==> src/sv/waypoint_follower_drive_unit_macros.svh <==
// Assertion macros for the waypoint follower drive unit.
// Included by the top level only; depends on nothing else.
`ifndef WAYPOINT_FOLLOWER_DRIVE_UNIT_MACROS_SVH
`define WAYPOINT_FOLLOWER_DRIVE_UNIT_MACROS_SVH

// Same-cycle implication, held off while reset is asserted.
`define WFD_ASSERT_NOW(label, clk, rst_n, ante, cons, msg) \
  label: assert property (@(posedge clk) disable iff (!rst_n) (ante) |-> (cons)) \
    else $error(msg);

// Next-cycle implication, held off while reset is asserted.
`define WFD_ASSERT_NEXT(label, clk, rst_n, ante, cons, msg) \
  label: assert property (@(posedge clk) disable iff (!rst_n) (ante) |=> (cons)) \
    else $error(msg);

`endif

==> src/sv/wfd_pkg.sv <==
// Shared widths, codes and constants of the waypoint follower drive unit.
// No dependencies; every other file but the macro header imports it.
`default_nettype none

package wfd_pkg;

  localparam int COORD_W    = 12;
  localparam int DRIVE_W    = 14;
  localparam int TGT_W      = 6;
  localparam int PIDX_W     = 6;
  localparam int SENS_W     = 16;
  localparam int NPTS_W     = 7;
  localparam int CFG_IDX_W  = 2;
  localparam int CFG_DATA_W = 16;
  localparam int AXIS_W     = 16;
  localparam int MUL_W      = 32;
  localparam int FRAC_W     = 12;

  localparam logic [CFG_IDX_W-1:0] CFG_SENSITIVITY = 2'd0;
  localparam logic [CFG_IDX_W-1:0] CFG_NUM_POINTS  = 2'd1;

  localparam logic [COORD_W-1:0] DEADBAND = 12'd10;
  localparam logic [COORD_W:0]   BOOST    = 13'd50;

  typedef enum logic {
    OP_LOAD     = 1'b0,
    OP_POSITION = 1'b1
  } opcode_t;

endpackage

`default_nettype wire

==> src/sv/wfd_in_if.sv <==
// Input channel of the drive unit: valid/ready plus one command item.
// Depends on wfd_pkg.
`default_nettype none

interface wfd_in_if import wfd_pkg::*; ();
  logic                valid;
  logic                ready;
  opcode_t             opcode;
  logic [PIDX_W-1:0]   point_index;
  logic [COORD_W-1:0]  coord_x;
  logic [COORD_W-1:0]  coord_y;

  modport source (output valid, opcode, point_index, coord_x, coord_y, input ready);
  modport sink   (input valid, opcode, point_index, coord_x, coord_y, output ready);
endinterface

`default_nettype wire

==> src/sv/wfd_out_if.sv <==
// Result channel of the drive unit: valid/ready plus one drive result.
// Depends on wfd_pkg.
`default_nettype none

interface wfd_out_if import wfd_pkg::*; ();
  logic                       valid;
  logic                       ready;
  logic signed [DRIVE_W-1:0]  drive_x;
  logic signed [DRIVE_W-1:0]  drive_y;
  logic [TGT_W-1:0]           target_index;
  logic                       advanced;

  modport source (output valid, drive_x, drive_y, target_index, advanced, input ready);
  modport sink   (input valid, drive_x, drive_y, target_index, advanced, output ready);
endinterface

`default_nettype wire

==> src/sv/wfd_wpt_mem.sv <==
// Waypoint table: one write port, one read port with registered read data.
// Depends on wfd_pkg.
`default_nettype none

module wfd_wpt_mem import wfd_pkg::*; #(
  parameter int DEPTH = 64,
  parameter int AW    = 6
) (
  input  logic                   clk,
  input  logic                   we,
  input  logic [AW-1:0]          waddr,
  input  logic [2*COORD_W-1:0]   wdata,
  input  logic [AW-1:0]          raddr,
  output logic [2*COORD_W-1:0]   rdata_r
);

  logic [2*COORD_W-1:0] mem [DEPTH];

  always_ff @(posedge clk) begin
    if (we) begin
      mem[waddr] <= wdata;
    end
    rdata_r <= mem[raddr];
  end

endmodule

`default_nettype wire

==> src/sv/wfd_mul.sv <==
// Shared unsigned multiplier with a registered product.
// Depends on wfd_pkg.
`default_nettype none

module wfd_mul import wfd_pkg::*; (
  input  logic                 clk,
  input  logic                 en,
  input  logic [MUL_W-1:0]     a,
  input  logic [MUL_W-1:0]     b,
  output logic [2*MUL_W-1:0]   prod_r
);

  // The product only moves when a new operation is issued, so a result
  // may be held across a stall of the sequencer.
  always_ff @(posedge clk) begin
    if (en) begin
      prod_r <= a * b;
    end
  end

endmodule

`default_nettype wire

==> src/sv/waypoint_follower_drive_unit.sv <==
// Waypoint follower drive unit, top level.
// Depends on wfd_pkg, wfd_in_if, wfd_out_if, wfd_wpt_mem, wfd_mul and the macro header.
//
// Usage. Items arrive on in_ch; each is one transaction. A load item (opcode 0)
// writes a waypoint into the table and sends the target back to entry 0. A
// position item (opcode 1) runs the advance test against the current and next
// waypoints and then produces signed drive values, 12 fraction bits, towards
// the (possibly new) target. Every item yields exactly one transaction on
// out_ch. Registers must be written through cfg_we/cfg_index/cfg_wdata only
// while the block is idle; the block itself does not enforce this.
//
// Sequence. A load item goes from acceptance straight to ST_FIN. A position
// item runs through ST_RDN, ST_SQ_AX, ST_SQ_BY, ST_SQ_OY, ST_SQ_NX, ST_LHS_A,
// ST_LHS_B, ST_RHS, ST_DEC, ST_DRV_X, ST_DRV_Y and ST_FIN. The steps are set
// by the single shared multiplier, which forms four squared differences,
// three products for the ellipse test and one reciprocal scaling per axis,
// plus the reads of the current and next waypoint through the one read port.
//
// Reset clears the target to 0, sensitivity and num_points to 1 and the
// output register to empty; the waypoint table is not cleared. A stalled
// receiver does not hold off acceptance: the finished result waits in the
// output register, and only a second result stalls in the final step.
`default_nettype none

module waypoint_follower_drive_unit import wfd_pkg::*; #(
  parameter int MAX_POINTS     = 64,
  parameter int ELLIPSE_AXIS_X = 400,
  parameter int ELLIPSE_AXIS_Y = 400,
  parameter int FULL_SCALE     = 240
) (
  input  logic                  clk,
  input  logic                  rst_n,
  input  logic                  cfg_we,
  input  logic [CFG_IDX_W-1:0]  cfg_index,
  input  logic [CFG_DATA_W-1:0] cfg_wdata,
  wfd_in_if.sink                in_ch,
  wfd_out_if.source             out_ch
);

`include "waypoint_follower_drive_unit_macros.svh"

  // Table indexing; NW is wide enough for the point count and any index.
  localparam int IW    = $clog2(MAX_POINTS);
  localparam int CNT_W = $clog2(MAX_POINTS + 1);
  localparam int NW    = (CNT_W > NPTS_W) ? CNT_W : NPTS_W;
  localparam logic [NW-1:0] MAX_N = NW'(MAX_POINTS);

  // Ellipse test widths: squares, weighted sum and bound.
  localparam int SQ_W  = 2 * COORD_W;
  localparam int LHS_W = SQ_W + AXIS_W + 1;
  localparam int RHS_W = SENS_W + MUL_W;
  localparam logic [63:0] EXEY64 = 64'(ELLIPSE_AXIS_X) * 64'(ELLIPSE_AXIS_Y);
  localparam logic [MUL_W-1:0] EXEY = EXEY64[MUL_W-1:0];

  // Drive scaling: floor(N / FULL_SCALE) for N below 2**NUM_W is taken as
  // (N * RECIP) >> RSH, with RECIP rounded up; that is exact over the range.
  localparam int MAG_W  = COORD_W + 1;
  localparam int NUM_W  = COORD_W + FRAC_W;
  localparam int Q_W    = FRAC_W + 1;
  localparam int FS_L   = $clog2(FULL_SCALE);
  localparam int RSH    = NUM_W + FS_L;
  localparam logic [63:0] RECIP_NUM = 64'd1 << RSH;
  localparam logic [63:0] RECIP64 =
    (RECIP_NUM + 64'(FULL_SCALE) - 64'd1) / 64'(FULL_SCALE);
  localparam logic [MUL_W-1:0] RECIP = RECIP64[MUL_W-1:0];
  localparam logic [MAG_W-1:0] FS_M  = MAG_W'(FULL_SCALE);

  typedef enum logic [12:0] {
    ST_IDLE  = 13'b0000000000001,
    ST_RDN   = 13'b0000000000010,
    ST_SQ_AX = 13'b0000000000100,
    ST_SQ_BY = 13'b0000000001000,
    ST_SQ_OY = 13'b0000000010000,
    ST_SQ_NX = 13'b0000000100000,
    ST_LHS_A = 13'b0000001000000,
    ST_LHS_B = 13'b0000010000000,
    ST_RHS   = 13'b0000100000000,
    ST_DEC   = 13'b0001000000000,
    ST_DRV_X = 13'b0010000000000,
    ST_DRV_Y = 13'b0100000000000,
    ST_FIN   = 13'b1000000000000
  } state_t;

  function automatic logic [COORD_W-1:0] abs_diff(input logic [COORD_W-1:0] p,
                                                   input logic [COORD_W-1:0] q);
    abs_diff = (p > q) ? (p - q) : (q - p);
  endfunction

  // Control state.
  state_t            state_r, state_nxt;
  logic [IW-1:0]     target_r, target_nxt;
  logic              out_valid_r, out_valid_nxt;
  logic [SENS_W-1:0] sens_r;
  logic [NPTS_W-1:0] npts_r;

  // Working registers of one item.
  opcode_t             op_r;
  logic [COORD_W-1:0]  px_r, py_r;
  logic [IW-1:0]       nxt_r;
  logic [SQ_W-1:0]     old_xy_r, nxt_xy_r, tgt_xy_r;
  logic [SQ_W-1:0]     ax_r, by_r;
  logic [SQ_W:0]       dold_r;
  logic                closer_r;
  logic [LHS_W-1:0]    lhs_r;
  logic                adv_r;
  logic signed [DRIVE_W-1:0] drv_x_r;

  // Output register.
  logic signed [DRIVE_W-1:0] out_dx_r, out_dy_r;
  logic [TGT_W-1:0]          out_tgt_r;
  logic                      out_adv_r;

  logic in_acc, slot_free, is_load;
  logic [NW-1:0] npts_ext, n_use, old_p1, pidx_ext, tgt_ext;
  logic [IW-1:0] nxt_calc, rd_addr;
  logic          idx_ok, mem_we;
  logic [SQ_W-1:0] rd_data;
  logic [COORD_W-1:0] old_x, old_y, nxt_x, nxt_y, tgt_x, tgt_y;
  logic [COORD_W-1:0] sq_op, dxa, dya;
  logic [MAG_W-1:0]   mag_x, mx, my;
  logic [NUM_W-1:0]   num_x, num_y;
  logic               x_pos, y_pos;
  logic               mul_en;
  logic [MUL_W-1:0]   mul_a, mul_b;
  logic [2*MUL_W-1:0] prod;
  logic [Q_W-1:0]     q;
  logic [DRIVE_W-1:0] q_ext, q_neg;
  logic               adv_now;

  assign in_acc    = in_ch.valid && in_ch.ready;
  assign slot_free = !out_valid_r || out_ch.ready;
  assign is_load   = (in_ch.opcode == OP_LOAD);
  assign in_ch.ready = (state_r == ST_IDLE);

  // Points in use: zero counts as one, anything above the table as the table.
  assign npts_ext = NW'(npts_r);
  always_comb begin
    priority if (npts_ext == '0) begin
      n_use = NW'(1);
    end else if (npts_ext > MAX_N) begin
      n_use = MAX_N;
    end else begin
      n_use = npts_ext;
    end
  end

  // Next entry wraps to zero at the last entry in use, or beyond it.
  assign old_p1   = NW'(target_r) + NW'(1);
  assign nxt_calc = (old_p1 >= n_use) ? '0 : old_p1[IW-1:0];

  assign pidx_ext = NW'(in_ch.point_index);
  assign idx_ok   = (pidx_ext < MAX_N);
  assign mem_we   = in_acc && is_load && idx_ok;
  assign rd_addr  = (state_r == ST_RDN) ? nxt_r : target_r;
  assign tgt_ext  = NW'(target_r);

  wfd_wpt_mem #(
    .DEPTH (MAX_POINTS),
    .AW    (IW)
  ) u_mem (
    .clk     (clk),
    .we      (mem_we),
    .waddr   (pidx_ext[IW-1:0]),
    .wdata   ({in_ch.coord_x, in_ch.coord_y}),
    .raddr   (rd_addr),
    .rdata_r (rd_data)
  );

  assign old_x = old_xy_r[SQ_W-1:COORD_W];
  assign old_y = old_xy_r[COORD_W-1:0];
  assign nxt_x = nxt_xy_r[SQ_W-1:COORD_W];
  assign nxt_y = nxt_xy_r[COORD_W-1:0];
  assign tgt_x = tgt_xy_r[SQ_W-1:COORD_W];
  assign tgt_y = tgt_xy_r[COORD_W-1:0];

  // Drive magnitudes: the x axis gets a boost outside the dead band, both
  // are clamped to full scale and then shifted into the fraction field.
  assign dxa   = abs_diff(tgt_x, px_r);
  assign dya   = abs_diff(tgt_y, py_r);
  assign mag_x = {1'b0, dxa} + ((dxa > DEADBAND) ? BOOST : '0);
  assign mx    = (mag_x > FS_M) ? FS_M : mag_x;
  assign my    = ({1'b0, dya} > FS_M) ? FS_M : {1'b0, dya};
  assign num_x = {mx[COORD_W-1:0], {FRAC_W{1'b0}}};
  assign num_y = {my[COORD_W-1:0], {FRAC_W{1'b0}}};
  assign x_pos = (tgt_x > px_r);
  assign y_pos = (tgt_y > py_r);

  // Operand selection for the shared multiplier.
  always_comb begin
    mul_en = 1'b0;
    mul_a  = '0;
    mul_b  = '0;
    sq_op  = '0;
    unique case (state_r)
      ST_SQ_AX: begin
        sq_op  = abs_diff(px_r, old_x);
        mul_en = 1'b1;
      end
      ST_SQ_BY: begin
        sq_op  = abs_diff(py_r, nxt_y);
        mul_en = 1'b1;
      end
      ST_SQ_OY: begin
        sq_op  = abs_diff(py_r, old_y);
        mul_en = 1'b1;
      end
      ST_SQ_NX: begin
        sq_op  = abs_diff(px_r, nxt_x);
        mul_en = 1'b1;
      end
      ST_LHS_A: begin
        mul_en = 1'b1;
        mul_a  = MUL_W'(ax_r);
        mul_b  = MUL_W'(ELLIPSE_AXIS_Y);
      end
      ST_LHS_B: begin
        mul_en = 1'b1;
        mul_a  = MUL_W'(by_r);
        mul_b  = MUL_W'(ELLIPSE_AXIS_X);
      end
      ST_RHS: begin
        mul_en = 1'b1;
        mul_a  = MUL_W'(sens_r);
        mul_b  = EXEY;
      end
      ST_DRV_X: begin
        mul_en = 1'b1;
        mul_a  = MUL_W'(num_x);
        mul_b  = RECIP;
      end
      ST_DRV_Y: begin
        mul_en = 1'b1;
        mul_a  = MUL_W'(num_y);
        mul_b  = RECIP;
      end
      default: begin
      end
    endcase
    if (state_r == ST_SQ_AX || state_r == ST_SQ_BY ||
        state_r == ST_SQ_OY || state_r == ST_SQ_NX) begin
      mul_a = MUL_W'(sq_op);
      mul_b = MUL_W'(sq_op);
    end
  end

  wfd_mul u_mul (
    .clk    (clk),
    .en     (mul_en),
    .a      (mul_a),
    .b      (mul_b),
    .prod_r (prod)
  );

  // Scaled magnitude from the reciprocal product, and its negation.
  assign q     = prod[RSH +: Q_W];
  assign q_ext = DRIVE_W'(q);
  assign q_neg = (~q_ext) + DRIVE_W'(1);

  // Advance decision, taken once the bound has come out of the multiplier.
  assign adv_now = ({{(RHS_W-LHS_W){1'b0}}, lhs_r} <= prod[RHS_W-1:0]) &&
                   closer_r && (nxt_r != target_r);

  // Sequencer and target update.
  always_comb begin
    state_nxt     = state_r;
    target_nxt    = target_r;
    out_valid_nxt = out_valid_r;
    if (out_ch.ready) begin
      out_valid_nxt = 1'b0;
    end
    unique case (state_r)
      ST_IDLE: begin
        if (in_acc) begin
          if (is_load) begin
            target_nxt = '0;
            state_nxt  = ST_FIN;
          end else begin
            state_nxt  = ST_RDN;
          end
        end
      end
      ST_RDN:   state_nxt = ST_SQ_AX;
      ST_SQ_AX: state_nxt = ST_SQ_BY;
      ST_SQ_BY: state_nxt = ST_SQ_OY;
      ST_SQ_OY: state_nxt = ST_SQ_NX;
      ST_SQ_NX: state_nxt = ST_LHS_A;
      ST_LHS_A: state_nxt = ST_LHS_B;
      ST_LHS_B: state_nxt = ST_RHS;
      ST_RHS:   state_nxt = ST_DEC;
      ST_DEC: begin
        if (adv_now) begin
          target_nxt = nxt_r;
        end
        state_nxt = ST_DRV_X;
      end
      ST_DRV_X: state_nxt = ST_DRV_Y;
      ST_DRV_Y: state_nxt = ST_FIN;
      ST_FIN: begin
        if (slot_free) begin
          out_valid_nxt = 1'b1;
          state_nxt     = ST_IDLE;
        end
      end
      default: state_nxt = ST_IDLE;
    endcase
  end

  always_ff @(posedge clk) begin
    if (!rst_n) begin
      state_r     <= ST_IDLE;
      target_r    <= '0;
      out_valid_r <= 1'b0;
      sens_r      <= SENS_W'(1);
      npts_r      <= NPTS_W'(1);
    end else begin
      state_r     <= state_nxt;
      target_r    <= target_nxt;
      out_valid_r <= out_valid_nxt;
      if (cfg_we) begin
        unique case (cfg_index)
          CFG_SENSITIVITY: sens_r <= cfg_wdata[SENS_W-1:0];
          CFG_NUM_POINTS:  npts_r <= cfg_wdata[NPTS_W-1:0];
          default: begin
          end
        endcase
      end
    end
  end

  // Working registers; each is loaded in the step that produces it.
  always_ff @(posedge clk) begin
    unique case (state_r)
      ST_IDLE: begin
        if (in_acc) begin
          op_r  <= in_ch.opcode;
          px_r  <= in_ch.coord_x;
          py_r  <= in_ch.coord_y;
          nxt_r <= nxt_calc;
        end
      end
      ST_RDN:   old_xy_r <= rd_data;
      ST_SQ_AX: nxt_xy_r <= rd_data;
      ST_SQ_BY: ax_r     <= prod[SQ_W-1:0];
      ST_SQ_OY: by_r     <= prod[SQ_W-1:0];
      ST_SQ_NX: dold_r   <= {1'b0, ax_r} + {1'b0, prod[SQ_W-1:0]};
      ST_LHS_A: closer_r <= (dold_r > ({1'b0, prod[SQ_W-1:0]} + {1'b0, by_r}));
      ST_LHS_B: lhs_r    <= prod[LHS_W-1:0];
      ST_RHS:   lhs_r    <= lhs_r + prod[LHS_W-1:0];
      ST_DEC: begin
        adv_r    <= adv_now;
        tgt_xy_r <= adv_now ? nxt_xy_r : old_xy_r;
      end
      ST_DRV_X: begin
      end
      ST_DRV_Y: drv_x_r <= x_pos ? q_ext : q_neg;
      ST_FIN: begin
        if (slot_free) begin
          out_tgt_r <= tgt_ext[TGT_W-1:0];
          if (op_r == OP_LOAD) begin
            out_dx_r  <= '0;
            out_dy_r  <= '0;
            out_adv_r <= 1'b0;
          end else begin
            out_dx_r  <= drv_x_r;
            out_dy_r  <= y_pos ? q_neg : q_ext;
            out_adv_r <= adv_r;
          end
        end
      end
      default: begin
      end
    endcase
  end

  assign out_ch.valid        = out_valid_r;
  assign out_ch.drive_x      = out_dx_r;
  assign out_ch.drive_y      = out_dy_r;
  assign out_ch.target_index = out_tgt_r;
  assign out_ch.advanced     = out_adv_r;

  // The target never points outside the table.
  `WFD_ASSERT_NOW(a_target_in_table, clk, rst_n, 1'b1, tgt_ext < MAX_N, "target beyond table")
  // An accepted item keeps the input closed for at least the next cycle.
  `WFD_ASSERT_NEXT(a_busy_after_accept, clk, rst_n, in_acc, !in_ch.ready, "ready after accept")
  // A load sends the target back to the first entry.
  `WFD_ASSERT_NEXT(a_load_clears_target, clk, rst_n, in_acc && is_load, target_r == '0, "load kept target")

endmodule

`default_nettype wire

==> src/flat_wrapper.sv <==
// flat-port wrapper written by rule: the top's interface ports become plain ports
module waypoint_follower_drive_unit_flat import wfd_pkg::*;
#(
  parameter int MAX_POINTS     = 64,
  parameter int ELLIPSE_AXIS_X = 400,
  parameter int ELLIPSE_AXIS_Y = 400,
  parameter int FULL_SCALE     = 240
)
  (clk, rst_n, cfg_we, cfg_index, cfg_wdata, in_ch_valid, in_ch_opcode, in_ch_point_index, in_ch_coord_x, in_ch_coord_y, in_ch_ready, out_ch_valid, out_ch_drive_x, out_ch_drive_y, out_ch_target_index, out_ch_advanced, out_ch_ready);
  wfd_in_if in_ch_i ();
  wfd_out_if out_ch_i ();
  input  logic clk;
  input  logic rst_n;
  input  logic cfg_we;
  input  logic [CFG_IDX_W-1:0] cfg_index;
  input  logic [CFG_DATA_W-1:0] cfg_wdata;
  input wire logic [$bits(in_ch_i.valid)-1:0] in_ch_valid;
  input wire logic [$bits(in_ch_i.opcode)-1:0] in_ch_opcode;
  input wire logic [$bits(in_ch_i.point_index)-1:0] in_ch_point_index;
  input wire logic [$bits(in_ch_i.coord_x)-1:0] in_ch_coord_x;
  input wire logic [$bits(in_ch_i.coord_y)-1:0] in_ch_coord_y;
  output wire logic [$bits(in_ch_i.ready)-1:0] in_ch_ready;
  output wire logic [$bits(out_ch_i.valid)-1:0] out_ch_valid;
  output wire logic [$bits(out_ch_i.drive_x)-1:0] out_ch_drive_x;
  output wire logic [$bits(out_ch_i.drive_y)-1:0] out_ch_drive_y;
  output wire logic [$bits(out_ch_i.target_index)-1:0] out_ch_target_index;
  output wire logic [$bits(out_ch_i.advanced)-1:0] out_ch_advanced;
  input wire logic [$bits(out_ch_i.ready)-1:0] out_ch_ready;
  assign in_ch_i.valid = in_ch_valid;
  assign in_ch_i.opcode = in_ch_opcode;
  assign in_ch_i.point_index = in_ch_point_index;
  assign in_ch_i.coord_x = in_ch_coord_x;
  assign in_ch_i.coord_y = in_ch_coord_y;
  assign in_ch_ready = in_ch_i.ready;
  assign out_ch_valid = out_ch_i.valid;
  assign out_ch_drive_x = out_ch_i.drive_x;
  assign out_ch_drive_y = out_ch_i.drive_y;
  assign out_ch_target_index = out_ch_i.target_index;
  assign out_ch_advanced = out_ch_i.advanced;
  assign out_ch_i.ready = out_ch_ready;
  waypoint_follower_drive_unit #(.MAX_POINTS(MAX_POINTS), .ELLIPSE_AXIS_X(ELLIPSE_AXIS_X), .ELLIPSE_AXIS_Y(ELLIPSE_AXIS_Y), .FULL_SCALE(FULL_SCALE)) u_core (.clk(clk), .rst_n(rst_n), .cfg_we(cfg_we), .cfg_index(cfg_index), .cfg_wdata(cfg_wdata), .in_ch(in_ch_i), .out_ch(out_ch_i));
endmodule
==> config.mk <==
export PLATFORM = sky130hd
export DESIGN_NAME = waypoint_follower_drive_unit_flat
export DESIGN_NICKNAME = d
export VERILOG_FILES = /design/src/sv/wfd_pkg.sv /design/src/sv/wfd_in_if.sv /design/src/sv/wfd_out_if.sv /design/src/sv/wfd_wpt_mem.sv /design/src/sv/wfd_mul.sv /design/src/sv/waypoint_follower_drive_unit.sv /design/src/flat_wrapper.sv
export VERILOG_INCLUDE_DIRS = /design/src /design/src/sv
export SDC_FILE = /design/constraint.sdc
export NUM_CORES = 2
export LEC_CHECK = 0
export BUFFER_PORTS_ARGS = -buffer_cell sky130_fd_sc_hd__buf_2
export CAP_MARGIN = 30
export CORE_AREA = 8 8 532 534
export DETAILED_ROUTE_END_ITERATION = 16
export DIE_AREA = 0 0 540 542
export SYNTH_ARGS = -nofsm -noshare
export SYNTH_HDL_FRONTEND = slang
export SYNTH_SLANG_ARGS = --single-unit
==> constraint.sdc <==
create_clock -name clk -period 14.5 [get_ports clk]
set_input_delay 2.175 -clock clk [delete_from_list [all_inputs] [get_ports clk]]
set_output_delay 2.175 -clock clk [all_outputs]
set_load 0.1 [all_outputs]
Yosys cells after proc, flatten, opt, wreduce, memory -nomap -nowiden
Memory sizes are Yosys's and may differ from the RTL's. A register that Yosys moved wholly into a read port is not among the register bits.
Index checks and enable logic that the tools add are counted.
{"block": "op_classes", "add_sub_neg": 18, "n_mul": 1, "div_mod_pow": 0, "magnitude_cmp": 14, "eq_ne": 19, "n_shift": 0, "mux": 35, "bitwise": 2, "reduce_logical": 24}
{"op": "case mux 13 bit (13 select lines)", "count": 1}
{"op": "subtractor 12 bit", "count": 12}
{"op": "case mux 24 bit (5 select lines)", "count": 1}
{"op": "2-to-1 mux 12 bit", "count": 8}
{"op": "case mux 41 bit (2 select lines)", "count": 1}
{"op": "case mux 25 bit (3 select lines)", "count": 1}
{"op": "> comparator 12 bit", "count": 6}
{"op": "2-to-1 mux 13 bit", "count": 5}
{"op": "adder 24 x 24 -> 25 bit", "count": 2}
{"op": "less-or-equal comparator 41 x 48 -> 1 bit", "count": 1}
{"op": "multiplier 24 x 25 -> 48 bit", "count": 1}
{"op": "2-to-1 mux 24 bit", "count": 2}
{"op": "case mux 12 bit (4 select lines)", "count": 1}
{"op": "adder 41 bit", "count": 1}
{"op": "2-to-1 mux 6 bit", "count": 5}
{"op": "> comparator 25 bit", "count": 1}
{"op": "2-to-1 mux 25 bit", "count": 1}
{"op": "adder 14 x 1 -> 14 bit (second input constant)", "count": 1}
{"op": "2-to-1 mux 7 bit", "count": 2}
{"op": "inverter 13 -> 14 bit", "count": 1}
{"op": "adder 12 x 6 -> 13 bit", "count": 1}
{"op": "equality test 13 x 1 -> 1 bit (second input constant)", "count": 1}
{"op": "equality test 13 x 10 -> 1 bit (second input constant)", "count": 1}
{"op": "equality test 13 x 11 -> 1 bit (second input constant)", "count": 1}
{"op": "34 further kinds", "count": 55}
{"block": "word_totals", "ff_bits": 359, "latchBits": 0, "ram_bits": 1536, "mem_bits_ro": 0, "inputBits": 54, "out_inout_bits": 37, "wordCells": 140, "memories": 1}
{"name": "u_core.u_mem.mem", "words": 64, "word_bits": 24, "read_ports": 1, "rd_ports_with_merged_regs": 1, "wr": 1, "line_no": "wfd_wpt_mem.sv:17", "text": "logic [2*COORD_W-1:0] mem [DEPTH];"}

Depth between registers and ports, before layout
{"block": "depth", "word_depth": 10, "mapped_depth": 48, "ltp_nobuf": 47}

Cells and area by module
From an unflattened synthesis, not the netlist that was laid out.
{"block": "hier_totals", "cells_unflattened": 9044, "hier_area_um2": 119348.2}
{"mod": "wfd_wpt_mem", "n_inst": 1, "cells_each": 2610, "area_each_um2": 59295.6, "seq_area_each_um2": 46604.7}
{"mod": "wfd_mul", "n_inst": 1, "cells_each": 3804, "area_each_um2": 35390.2, "seq_area_each_um2": 1921.8}
{"mod": "waypoint_follower_drive_unit", "n_inst": 1, "cells_each": 2630, "area_each_um2": 24662.4, "seq_area_each_um2": 8908.5}

Worst setup path before layout
No wires, ideal clock.
{"block": "synth_path", "path_type": "reg2reg", "startpoint": "register u_core.px_r[1]", "endpoint": "register u_core.u_mul.prod_r[45], data pin", "setup_ns": 0.257, "arrival_ns": 11.015, "t_required_ns": 14.243, "setup_slack_ns": 3.228, "stages_incl_launch_ff": 44, "n_path_buf": 1, "period_less_slack_ns": 11.272, "path_cell_list": "edfxtp_1 inv_1 fa_1 a21o_1 a221o_1 a21oi_4 nor2_4 buf_4 a2111o_1 nand4_2 o211ai_2 nor3_2 inv_1 ha_1 inv_1 o311ai_2 xnor2_1 o41ai_1 [... 8 more ...] fa_1 fa_1 fa_1 fa_1 inv_1 fa_1 inv_1 ha_1 or3_1 o21bai_1 a31o_2 a31o_2 a211oi_1 o31ai_1 and3_1 o31a_1 nor2_1 xnor2_1"}
{"block": "synth_between", "elab_chain_cells": 10, "elab_cells_between_ends": 22, "classes_between": "add/sub: 7; mul: 1; order compare: 5; mux: 9"}
{"element": "from (decl)", "line_no": "waypoint_follower_drive_unit.sv:98", "text": "logic [COORD_W-1:0] px_r, py_r;"}
{"element": "from (signal assigned)", "line_no": "waypoint_follower_drive_unit.sv:336", "text": "px_r <= in_ch.coord_x;"}
{"element": "subtractor 12 bit / > comparator 12 bit (equally long branches)", "line_no": "waypoint_follower_drive_unit.sv:86", "text": "abs_diff = (p > q) ? (p - q) : (q - p);"}
{"element": "2-to-1 mux 12 bit", "line_no": "waypoint_follower_drive_unit.sv:86"}
{"element": "> comparator 12 x 4 -> 1 bit", "line_no": "waypoint_follower_drive_unit.sv:180", "text": "assign mag_x = {1'b0, dxa} + ((dxa > DEADBAND) ? BOOST : '0);"}
{"element": "2-to-1 mux 6 bit", "line_no": "waypoint_follower_drive_unit.sv:180"}
{"element": "adder 12 x 6 -> 13 bit", "line_no": "waypoint_follower_drive_unit.sv:180"}
{"element": "> comparator 13 x 8 -> 1 bit", "line_no": "waypoint_follower_drive_unit.sv:181", "text": "assign mx = (mag_x > FS_M) ? FS_M : mag_x;"}
{"element": "2-to-1 mux 12 bit", "line_no": "waypoint_follower_drive_unit.sv:181"}
{"element": "case mux 24 bit (5 select lines)", "line_no": "waypoint_follower_drive_unit.sv:194", "text": "unique case (state_r)"}
{"element": "2-to-1 mux 24 bit", "line_no": "waypoint_follower_drive_unit.sv:239", "text": "if (state_r == ST_SQ_AX || state_r == ST_SQ_BY ||"}
{"element": "multiplier 24 x 25 -> 48 bit (*)", "line_no": "wfd_mul.sv:17", "text": "prod_r <= a * b;"}
{"element": "to (signal assigned)", "line_no": "wfd_mul.sv:17"}
{"element": "to (decl)", "line_no": "wfd_mul.sv:10", "text": "output logic [2*MUL_W-1:0] prod_r"}
Mark *: on every way between the ends. The rest lies on a longest branch, timed or not.
A chain may end at the register's enable or synchronous reset.

Worst setup path in the final report
{"block": "layout_path", "startpoint": "register u_core.px_r[1]", "endpoint": "register u_core.u_mul.prod_r[44], data pin"}
The elaborated chain is that of the path after synthesis.

==> results.md <==
* Status: finished clean
* Main synth FF type: edfxtp_1
* Type of the worst min-delay path: flip-flop to flip-flop
* Comb power frac at 21.2%
* Clock skew at 0.0917 ns
* Die width at 540 um
* Hold Slack at 0.424 ns
* Hold_sp: u_core.u_mem.rdata_r[0]
* Commonest cells after routing, fill and taps aside: edfxtp_1, inv_1, nand2_1
* Start point of the critical path: u_core.px_r[1]
* Die Span Y at 542 um
* Final WL at 274 mm
* Post-synth EDFFs at 1,852
* Fin crit period at 12.76 ns
* Syn Inst Count at 7,077
* Cell accounting for the most synthesized area: edfxtp_1
* CP arrival at 13.33 ns
* DRT iter0 DRCs at 5,541
* Synth Register Bits at 1,919
* Setup CP Type: flip-flop to flip-flop
* Synthesized area at 0.101 mm^2
* DRC Markers at 0
* Grt total ovfl at 0
* Clock tree buffer depth at 4
* Max VDD drop at 0.000219 V
* Routed vias at 60,100
* Final hold vios at 0
* Max stage delay on crit path at 0.61 ns
* Power, Total at 14.6 mW
* Pre-CTS WS at 1.81 ns
* Syn Area/Cell at 14.3 um^2
* Total CTS buffers at 208
* Synth area leaders: edfxtp_1, mux4_2, fa_1
* Gr usage total at 18.3%
* Power share of the sequential group at 42.9%
* Area fraction of the dominant cell type after synthesis at 55.1%
* Final Slew Violations at 0
* Commonest non-fill, non-tap cell in the layout: edfxtp_1
* Port buffer count at 90
* Post-synthesis cell type count at 115
* Gpl congestion at 0.905
* Layout cells sized above 1 at 14.3%
* RSZ-0062 raised after global routing: no
* Root buf cell: clkbuf_16
* Yosys warns at 0
* Crit path max fanout at 14
* Pin count of the biggest net entering global routing at 107
* RR Startpoint: u_core.px_r[1]
* Nets at 8,367
* Int Power at 10.5 mW
* Power density cells at 128 mW/mm^2
* Setup Viol. Count Final at 0
* P_leak at 42.6 nW
* Number of global-route vias before repair at 62,100
* Final HPWL DP at 184 mm
* Worst Setup End Kind: flip-flop
* Design area at 0.114 mm^2
* CP max stage cell: o21ai_0
* Initial Utilization at 36.7%
* Die ar. at 0.293 mm^2
* # clock sinks at 1,919
* Initial antenna violation count at 10
* Top achievable clock speed at 0.0784 GHz
* Post-DP Area at 0.107 mm^2
* Core box area at 0.275 mm^2
* Relative slew slack at 28.8%
* Final Cycle Share at 88.0%
* Global-route wire length before repair at 409 mm
* Slew @ Worst Pin at 1.07 ns
* Clock transition at path regs at 0.06 ns
* CTS resizes at 0
* CTS Hold Bufs at 0
* Max cap viols at 0
* CP most frequent cell: fa_1
* DR WL/cell at 24.5 um
* Setup Buffers After CTS at 0
* Area grow syn2layout at 12.5%
* Final ANT Viol Nets at 0
* Worst Path Required at 15.06 ns
* Sw Pwr at 4.09 mW
* Clock latency on the worst-skew pair at 0.90 ns
* Worst setup SP type: flip-flop
* Fraction of registers with async set/reset at 0%
* # IOs at 91
* Worst setup margin at 1.74 ns
* Switching fraction of total power at 28.1%
* Htree depth at 4
* Row cnt at 193
* Number of vias per cell at 5.37
* Clk pwr share at 35.9%
* Register area share after synthesis at 56.4%
* DR pass1 iterations at 6
* Setup TNS Final at 0 ns
* CTS tree: built
==> power by group through the flow <==
stage	registers (mW)	logic, mW	clock network, mW
after global placement	6.37	3.02	0
after floorplan	6.37	2.16	0
final	6.26	3.08	5.23
after CTS	6.26	3.06	5.33
after detailed placement	6.37	3.00	0
after global routing	6.26	3.42	5.51
==> Yosys cell counts, drive strengths merged, types with 67 or more instances <==
library cell / number
dfxtp: 67
ha: 513
o21ai: 195
a31oi: 70
a211oi: 156
mux4: 385
a21oi: 267
nor2: 280
and2: 162
nor3: 69
fa: 379
inv: 743
nand2: 560
buf: 110
xnor2: 143
a21o: 92
edfxtp: 1852
clkbuf: 168
==> path summary, 6_finish.rpt <==
kind | end | slack, ns | depth (start not counted)
max | u_core.u_mul.prod_r[44] | 1.74 | 40
min | u_core.nxt_xy_r[0] | 0.42 | 0
max reg2reg | u_core.u_mul.prod_r[44] | 1.74 | 40
min reg2reg | u_core.nxt_xy_r[0] | 0.42 | 0
==> registers in the layout (all words and copies together) (netlist names), 12 cells and up <==
signal,count
u_core.tgt_xy_r,24
u_core.dold_r,25
u_core.state_r,13
u_core.sens_r,16
u_core.nxt_xy_r,24
u_core.u_mul.prod_r,48
u_core.out_ch.drive_y,14
u_core.u_mem.rdata_r,24
u_core.lhs_r,41
u_core.py_r,12
u_core.out_ch.drive_x,14
u_core.px_r,12
u_core.drv_x_r,14
u_core.old_xy_r,24
u_core.u_mem.mem,1536
u_core.ax_r,24
u_core.by_r,24
==> area by class of cell <==
class / count / area [um^2]
Multi-Input combinational cell: 4308 / 41000
Clock buffer: 257 / 5520
Inverter: 745 / 2800
Sequential cell: 1919 / 57000
Antenna cell: 5 / 12.5
Timing Repair Buffer: 239 / 1700
Tap cell: 3607 / 4510
Fill cell: 25100 / 161000
Clock inverter: 116 / 1090
==> stage by stage <==
step | cells | util (%)
2_1_floorplan | 7250 | -
3_3_place_gp | 10800 | 38.9
3_5_place_dp | 10800 | 38.9
4_1_cts | 11200 | 41.3
5_1_grt | 11200 | 41.3
6_report | 11200 | 41.3
==> metal layers <==
metal  vias up  part of all wire [%]  track usage, %
li1      26800                     -               -
met1     31000                    43            25.3
met2      1861                    48            30.6
met3       399                   5.8            2.38
met4         2                   3.0            5.15
met5         -                0.0040               0
==> worst max-delay path: cells and delay by family (launching register included) <==
kind / cells / cell delay, ns
mux: 1 / 0.29
fa+ha+maj: 10 / 4.82
compound gates: 12 / 3.79
buf+inv: 6 / 0.62
flops: 1 / 0.56
xor+xnor: 2 / 0.51
simple gates: 9 / 1.90
==> logic make-up (layout without fill, tap and decap cells) <==
| logic type | after synthesis | in the layout | share of synthesized area [%] |
|---|---|---|---|
| other | 2 | 180 | 0.00744 |
| and+or+nand+nor | 1435 | 1435 | 6.94 |
| xor gates and xnor gates | 196 | 196 | 1.71 |
| adders and majority gates | 892 | 892 | 13.9 |
| AOI/OAI and AO/OA | 1155 | 1155 | 7.75 |
| muxes | 455 | 455 | 9.31 |
| DFF | 1919 | 1919 | 56.4 |
| buffers and inverters | 1023 | 1357 | 3.99 |
(Power assumes the default switching activity.)
